**config.mk**
```make
export PLATFORM = sky130hd
export DESIGN_NAME = pfx_front
export DESIGN_NICKNAME = d
export VERILOG_FILES = /design/src/rtl/core/pfx_pkg.sv /design/src/rtl/core/pfx_front.sv
export SDC_FILE = /design/constraint.sdc
export NUM_CORES = 1
export LEC_CHECK = 0
export ABC_AREA = 1
export BUFFER_PORTS_ARGS = -buffer_cell sky130_fd_sc_hd__buf_2
export CAP_MARGIN = 20
export CELL_PAD_IN_SITES_DETAIL_PLACEMENT = 0
export CELL_PAD_IN_SITES_GLOBAL_PLACEMENT = 1
export CORE_MARGIN = 2
export CORE_UTILIZATION = 30
export CTS_BUF_LIST = sky130_fd_sc_hd__clkbuf_4
export DETAILED_ROUTE_END_ITERATION = 7
export GPL_TIMING_DRIVEN = 1
export PLACE_DENSITY = 0.58
export SYNTH_ARGS = -nofsm -noshare
export SYNTH_HDL_FRONTEND = slang
export SYNTH_SLANG_ARGS = --single-unit
export TNS_END_PERCENT = 10
```
**constraint.sdc**
```tcl
create_clock -name clk -period 3.8 [get_ports clk]
set_input_delay 0.57 -clock clk [delete_from_list [all_inputs] [get_ports clk]]
set_output_delay 0.57 -clock clk [all_outputs]
set_load 0.02 [all_outputs]
```
**src/rtl/core/pfx_pkg.sv**
```systemverilog
// ----------------------------------------------------------------------------
// pfx_pkg
// Shared types and constants of the piecewise polynomial evaluator.
// ----------------------------------------------------------------------------
package pfx_pkg;

  localparam int WORD_W         = 64;
  localparam int FRAC_W         = 6;
  localparam int CNT_W          = 3;
  localparam int SLOT_W         = 5;
  localparam int MAX_THRESHOLDS = 4;
  localparam int MAX_TERMS      = 4;
  localparam int REGION_COUNT   = MAX_THRESHOLDS + 1;
  localparam int COEF_DEPTH     = REGION_COUNT * MAX_TERMS;
  localparam int REGION_W       = $clog2(REGION_COUNT);
  localparam int TERM_W         = (MAX_TERMS > 1) ? $clog2(MAX_TERMS) : 1;
  localparam int THR_IDX_W      = (MAX_THRESHOLDS > 1) ? $clog2(MAX_THRESHOLDS) : 1;
  localparam int COEF_IDX_W     = $clog2(COEF_DEPTH);
  localparam int PADDR_W        = 4;
  localparam int PDATA_W        = 32;

  localparam logic [FRAC_W-1:0] FRAC_RESET = FRAC_W'(16);
  localparam logic [CNT_W-1:0]  TCNT_RESET = CNT_W'(1);
  localparam logic [CNT_W-1:0]  NCNT_RESET = CNT_W'(2);

  typedef enum logic [1:0] {
    ACT_THR  = 2'd0,
    ACT_COEF = 2'd1,
    ACT_EVAL = 2'd2,
    ACT_NONE = 2'd3
  } act_t;

  typedef enum logic [1:0] {
    REG_FRAC = 2'd0,
    REG_TCNT = 2'd1,
    REG_NCNT = 2'd2,
    REG_NONE = 2'd3
  } reg_idx_t;

  typedef enum logic [2:0] {
    ST_IDLE,
    ST_FLAG,
    ST_COEF,
    ST_WAITC,
    ST_POW,
    ST_WAITP,
    ST_OUT
  } state_t;

  typedef struct packed {
    act_t                    kind;
    logic [SLOT_W-1:0]       slot;
    logic signed [WORD_W-1:0] operand;
  } item_t;

  typedef struct packed {
    logic  valid;
    item_t item;
  } queue_head_t;

  typedef struct packed {
    logic [FRAC_W-1:0]   frac;
    logic [REGION_W-1:0] nt;
    logic [CNT_W-1:0]    nc;
  } cfg_t;

  typedef struct packed {
    logic pop;
    logic emit;
  } back_stat_t;

endpackage

```
**src/rtl/core/pfx_front.sv**
```systemverilog
// ----------------------------------------------------------------------------
// pfx_front
// Accepts input transactions, classifies them, drops ignored ones and queues
// the rest in a two-entry queue for the back end.
// ----------------------------------------------------------------------------
module pfx_front import pfx_pkg::*; (
  input  logic                     clk,
  input  logic                     rst_n,
  input  logic                     in_valid,
  output logic                     in_ready,
  input  logic [1:0]               in_action,
  input  logic [SLOT_W-1:0]        in_slot,
  input  logic signed [WORD_W-1:0] in_operand,
  output queue_head_t              head,
  input  logic                     pop
);

  item_t      q_r [2];
  logic       rd_ptr_r, rd_ptr_nxt;
  logic       wr_ptr_r, wr_ptr_nxt;
  logic [1:0] count_r, count_nxt;
  logic       keep;
  logic       push;
  item_t      cls;

  always_comb begin
    cls.kind    = act_t'(in_action);
    cls.slot    = in_slot;
    cls.operand = in_operand;
    case (cls.kind)
      ACT_THR:  keep = (in_slot < SLOT_W'(MAX_THRESHOLDS));
      ACT_COEF: keep = (in_slot < SLOT_W'(COEF_DEPTH));
      ACT_EVAL: keep = 1'b1;
      default:  keep = 1'b0;
    endcase
  end

  assign in_ready = (count_r != 2'd2);
  assign push     = in_valid && in_ready && keep;

  assign head.valid = (count_r != 2'd0);
  assign head.item  = q_r[rd_ptr_r];

  always_comb begin
    rd_ptr_nxt = rd_ptr_r ^ pop;
    wr_ptr_nxt = wr_ptr_r ^ push;
    count_nxt  = count_r + 2'(push) - 2'(pop);
  end

  always_ff @(posedge clk) begin
    if (!rst_n) begin
      rd_ptr_r <= 1'b0;
      wr_ptr_r <= 1'b0;
      count_r  <= 2'd0;
    end else begin
      rd_ptr_r <= rd_ptr_nxt;
      wr_ptr_r <= wr_ptr_nxt;
      count_r  <= count_nxt;
    end
  end

  always_ff @(posedge clk) begin
    if (push) begin
      q_r[wr_ptr_r] <= cls;
    end
  end

endmodule

```
==> results of run 1 <==
[registers in the layout, summed over array words and instances (netlist names), named ones only]
signal	flops
q_r	142
count_r	2
rd_ptr_r	1
wr_ptr_r	1
[final timing paths]
kind / to / slack [ns]
worst min register to register: flip-flop / 0.45
worst max register to register: q_r[1][23] / 1.69
worst max-delay path: head[68] / 0.99
worst min-delay path: q_r[1][5] / 0.22
[cells in the mapped netlist]
master	n	share of area, %
o21ai_0	2	0.17
nand2_1	9	0.59
buf_6	1	0.20
buf_12	7	2.4
inv_1	11	0.72
nand3_1	2	0.17
edfxtp_1	142	74
ha_1	4	0.87
nor2_1	3	0.20
a21oi_1	4	0.35
dfxtp_1	5	1.7
mux2_4	70	18
mux2_2	1	0.20
[final cells by class]
class,count,area [um2]
Fill cell,1768,11800
Sequential cell,147,4370
Multi-Input combinational cell,95,1220
Timing Repair Buffer,149,783
Tap cell,234,293
Clock inverter,15,174
Clock buffer,17,128
Inverter,11,41.3
Antenna cell,1,2.50
[cell families after synthesis]
| kind of cell | Yosys count | share of synthesized area (%) |
|---|---|---|
| AOI/OAI and AO/OA | 6 | 0.522 |
| adders and majority gates | 4 | 0.870 |
| buffers and inverters | 19 | 3.35 |
| DFF | 147 | 75.8 |
| muxes | 71 | 18.5 |
| and+or+nand+nor | 14 | 0.957 |
[report_power, final]
group,switching (mW),leakage (nW),internal (mW),total [mW]
Combinational,0.254,1.26,0.212,0.466
Clock,0.602,0.157,0.411,1.01
Sequential,0.0365,1.34,1.88,1.92
Total,0.893,2.76,2.50,3.39
[through the flow]
stage	util [%]	cell area [um2]	setup WS, ns
4_1_cts	37.2	6980	0.872
3_5_place_dp	35.6	6680	1.27
2_1_floorplan	-	5750	0.757
5_1_grt	37.3	7010	0.777
6_report	37.4	7010	0.991
3_3_place_gp	35.6	6680	1.32
[routing by layer]
layer  up-vias  GRT usage, %  part of all wire (%)
li1       1328             -                     -
met1      1350          11.5                    42
met2        94          17.2                    51
met3        11          4.07                   5.8
met4         0          4.01                   1.4
met5         -             0                     0
==> impl_metrics.yaml, run 1 <==
placement:
  gp_congestion: 0.654
  dp_cells: 635
  portBuffers: 147
  dp_hpwl_mm: 6.55
worst_setup_path:
  crit_path_start_kind: "flip-flop"
  cp_max_fo: 39
  worst_path_max_delay_cell: "dfxtp_4"
  critPathKind: "reg2out"
  crit_path_end_kind: "output port"
  r2r-start: "count_r[0]"
  cp_cell_sequence: "buf_12 -> mux2_2 -> buf_2"
  cp.required_ns: 3.23
  max_stage_delay_ns: 0.80
  path_buf_inv: 2
  worstSetupPathDepth: 3
  crit_family: "flip-flops"
  r2r_cells: 7
  crit_arrival_ns: 2.24
timing:
  rsz0062_at_grt: "false"
  finalSetupTns_ns: 0
  final_hold_viol_count: 0
  fmax_ghz: 0.356
  hold_ws_ns: 0.225
  period_needed_ns: 2.81
  slew_headroom_pct: 31.0
  final_max_slew_viol_count: 0
  post-route-period-util_pct: 73.9
  worst_slew_pin_slew_ns: 1.03
  setup_viol: 0
  finClkSkew_ns: 0.0158
clocking:
  clk-insertion-delay-late_ns: 0.52
  cts.path.max_buffers: 2
  cts_buffers: 17
  root_buffer: "clkbuf_4"
  postCtsHoldBufs: 0
  cts_resized: 0
  cts.sinks: 147
  clk_pin_slew_ns: 0.14
  post_cts_buffers: 0
  htreeDepth: 4
  cts_tree: "done"
drt:
  ant_nets: 0
  wirelength_mm: 10.2
  vias_per_cell: 4.16
  wl_per_cell_um: 15.3
  vias: 2783
  drtPass1Iterations: 4
  drcViolationCount: 0
  drt_iter0_drc: 118
pwr:
  ir_drop_mv: 0.178
  leakage_nw: 2.76
  powerDensity_nw_per_um2: 484
  total_power_mw: 3.39
hold_path:
  holdCritStartpoint: "in_operand[5]"
  min_path_type: "in2reg"
  hold_depth: 1
synth:
  post_synth.cell_area_avg_um2: 22.0
  ys_seq_area_share_pct: 75.8
  syn_nets: 340
  synth-seq-cells: 147
  synth_cell_types: 13
  synthCells: 261
  synth_area_um2: 5750
  yosysWarningCount: 0
die:
  io_pins: 148
  die-area_um2: 20300
  rows: 50
  die_w_um: 142
  core_area_um2: 18800
  die_height_um: 142
  start_util_pct: 30.7
global_route:
  grt_pass1_wl_mm: 15.2
  antenna_found_initial: 1
  grt_max_degree: 72
  track_usage_pct: 10.2
  grt_pass1_vias: 2923
  overflow: 0
cells_and_area:
  stdcell_count: 669
  drive_gt1_share_pct: 58.5
  nets: 500
  area_delta_synth_final_pct: 21.9
  final_cell_mix: "147 x buf_2, 142 x edfxtp_1, 70 x mux2_4"
  final_common_cell: "buf_2"
run:
  drv_cap: 0
outcome:
  status: "finished, final reports clean"
Note: power is estimated with default switching activity, not from simulation.
==> run 2, diff against run 1 <==
--- a/config.mk
+++ b/config.mk
@@ -5,7 +5,7 @@
 export SDC_FILE = /design/constraint.sdc
 export NUM_CORES = 1
 export LEC_CHECK = 0
-export ABC_AREA = 1
+export ABC_AREA = 0
 export BUFFER_PORTS_ARGS = -buffer_cell sky130_fd_sc_hd__buf_2
 export CAP_MARGIN = 20
 export CELL_PAD_IN_SITES_DETAIL_PLACEMENT = 0
==> constraint.sdc (replaced) <==
create_clock -name clk -period 2.6 [get_ports clk]
set_input_delay 0.39 -clock clk [delete_from_list [all_inputs] [get_ports clk]]
set_output_delay 0.39 -clock clk [all_outputs]
set_load 0.02 [all_outputs]
==> impl_metrics.yaml, run 2 <==
clocking:
  htreeDepth: 4
  post_cts_buffers: 0
  cts_buffers: 17
  cts_tree: "done"
  cts.path.max_buffers: 2
  clk-insertion-delay-late_ns: 0.50
  clk_pin_slew_ns: 0.11
  cts_resized: 0
  cts.sinks: 147
  root_buffer: "clkbuf_4"
synth:
  yosys_most_used_dff: "edfxtp_1"
  synth-edff-count: 142
  yosys.area.top_type: "edfxtp_1"
  post_synth.cell_area_avg_um2: 23.2
  synth_area_um2: 5740
  synth-seq-cells: 147
  synth_top_area_share_pct: 74.2
  synth_cell_types: 20
  yosysWarningCount: 0
  synthArstFlopShare_pct: 0
  ys_seq_area_share_pct: 76.0
  synthCells: 248
  yosys-top-cells-count: "142 x edfxtp_1, 70 x mux2_4, 7 x buf_12, 5 x dfxtp_1"
  synth_area_leaders: "edfxtp_1 74%, mux2_4 18%, buf_12 2.4%, dfxtp_1 1.7%, ha_1 0.87%"
  synth_most_common_cell: "edfxtp_1"
  syn_nets: 327
timing:
  period_needed_ns: 2.13
  final_hold_viol_count: 0
  worst_slew_pin_slew_ns: 0.417
  post-route-period-util_pct: 81.7
  finClkSkew_ns: 0.00891
  setup_viol: 0
  final_max_slew_viol_count: 0
  fmax_ghz: 0.471
  slew_headroom_pct: 72.2
  rsz0062_at_grt: "false"
die:
  rows: 50
  start_util_pct: 30.6
  die_height_um: 142
  core_area_um2: 18800
  die_w_um: 142
  io_pins: 148
  die-area_um2: 20300
pwr:
  internal-power_mw: 4.00
  clkPwrFrac_pct: 28.5
  combPwrFrac_pct: 18.0
  ir_drop_mv: 0.287
  leakage_nw: 2.97
  total_power_mw: 5.29
  p_sw_share_pct: 24.3
  p_switching_mw: 1.28
  pwr-share-seq_pct: 53.5
  powerDensity_nw_per_um2: 693
cells_and_area:
  area_delta_synth_final_pct: 32.9
  nets: 549
  largest_reg_flops: 142
  n_antenna_cell: 0
  stdcell_count: 715
  largest_register: "q_r"
  top_regs: "q_r: 142 flops, count_r: 2 flops"
  drive_gt1_share_pct: 53.0
  final_common_cell: "buf_2"
  final_cell_mix: "147 x buf_2, 142 x edfxtp_1, 70 x mux2_4"
  fillers: 1779
outcome:
  status: "finished, final reports clean"
worst_setup_path:
  cp_max_fo: 42
  ff2ff_setup_slack_ns: 0.87
  crit_path_start_kind: "flip-flop"
  cp.required_ns: 2.21
  r2r-start: "count_r[0]"
  crit_arrival_ns: 1.74
  crit_path_end_kind: "output port"
  critPathKind: "reg2out"
global_route:
  overflow: 0
  antenna_found_initial: 0
  grt_max_degree: 72
  grt_pass1_vias: 3140
  track_usage_pct: 10.6
  grt_pass1_wl_mm: 15.8
placement:
  dp_cells: 626
  gp_congestion: 0.683
  dp_hpwl_mm: 6.88
  portBuffers: 147
drt:
  wirelength_mm: 10.7
  drtPass1Iterations: 4
  wl_per_cell_um: 15.0
  vias: 2987
  drt_iter0_drc: 119
  vias_per_cell: 4.18
  drcViolationCount: 0
  ant_nets: 0
run:
  drv_cap: 0
hold_path:
  holdCritStartpoint: "in_operand[10]"
  min_path_type: "in2reg"
[run 2: layout make-up]
cell class | count | area [um2] | area share [%]
flip-flops and latches | 147 | 4370 | 57.2
clock buffers | 19 | 143 | 1.87
repair buffers | 211 | 1410 | 18.5
inverters | 2 | 7.51 | 0.0984
multi-input cells | 91 | 1250 | 16.3
clock inverters | 11 | 161 | 2.11
well taps | 234 | 293 | 3.84
[run 2: worst max-delay path, cell delays in order, from the launching register on]
cell and delay, ns:
dfxtp_4 0.39, buf_12 0.31, mux2_4 0.35, buf_2 0.17
[run 2: path summary, 6_finish.rpt]
check | depth (start not counted) | to
worst max-delay path | 3 | head[59]
worst min-delay path | 1 | q_r[1][10]
worst max register to register | 4 | q_r[0][29]
worst min register to register | 2 | flip-flop
[run 2: cell families after synthesis]
group                      count (synthesis)  synth area share [%]
AOI/OAI and AO/OA                          2                 0.218
xor gates and xnor gates                   3                 0.458
adders and majority gates                  4                 0.871
buffers and inverters                     10                  2.77
DFF                                      147                  76.0
muxes                                     71                  18.5
and+or+nand+nor                           11                  1.22
[run 2: layer usage]
metal	GRT usage [%]	share of wire (%)	up-vias
met1	12.1	43	1465
met4	3.60	1.1	0
li1	-	-	1422
met5	0	0	-
met3	4.68	6.2	10
met2	17.8	50	90
[run 2: what timing repair did]
item                                   4_1_cts  5_1_grt
hold buffers                                53        6
setup endpoints to repair                    0        0
endpoints found under the hold margin      105       11
[run 2: power by group through the flow]
stage               clock [mW]  combinational, mW  sequential [mW]
global route              1.68               1.02             2.84
finish                    1.51              0.951             2.83
detailed placement           0              0.903             2.88
CTS                       1.60              0.969             2.83
floorplan                    0              0.635             2.88
global placement             0              0.899             2.87
[run 2: per-stage QoR]
step | setup slack, ns | utilization (%) | TNS, ns | hold slack, ns | cell area (um2)
floorplan | -0.500 | - | -70.98 | 0.489 | 5740
global placement | 0.481 | 35.9 | 0 | 0.567 | 6740
detailed placement | 0.450 | 35.9 | 0 | 0.575 | 6740
CTS | 0.368 | 40.3 | 0 | 0.000564 | 7570
global route | 0.335 | 40.7 | 0 | 0.00135 | 7630
finish | 0.475 | 40.7 | 0 | 0.0824 | 7630
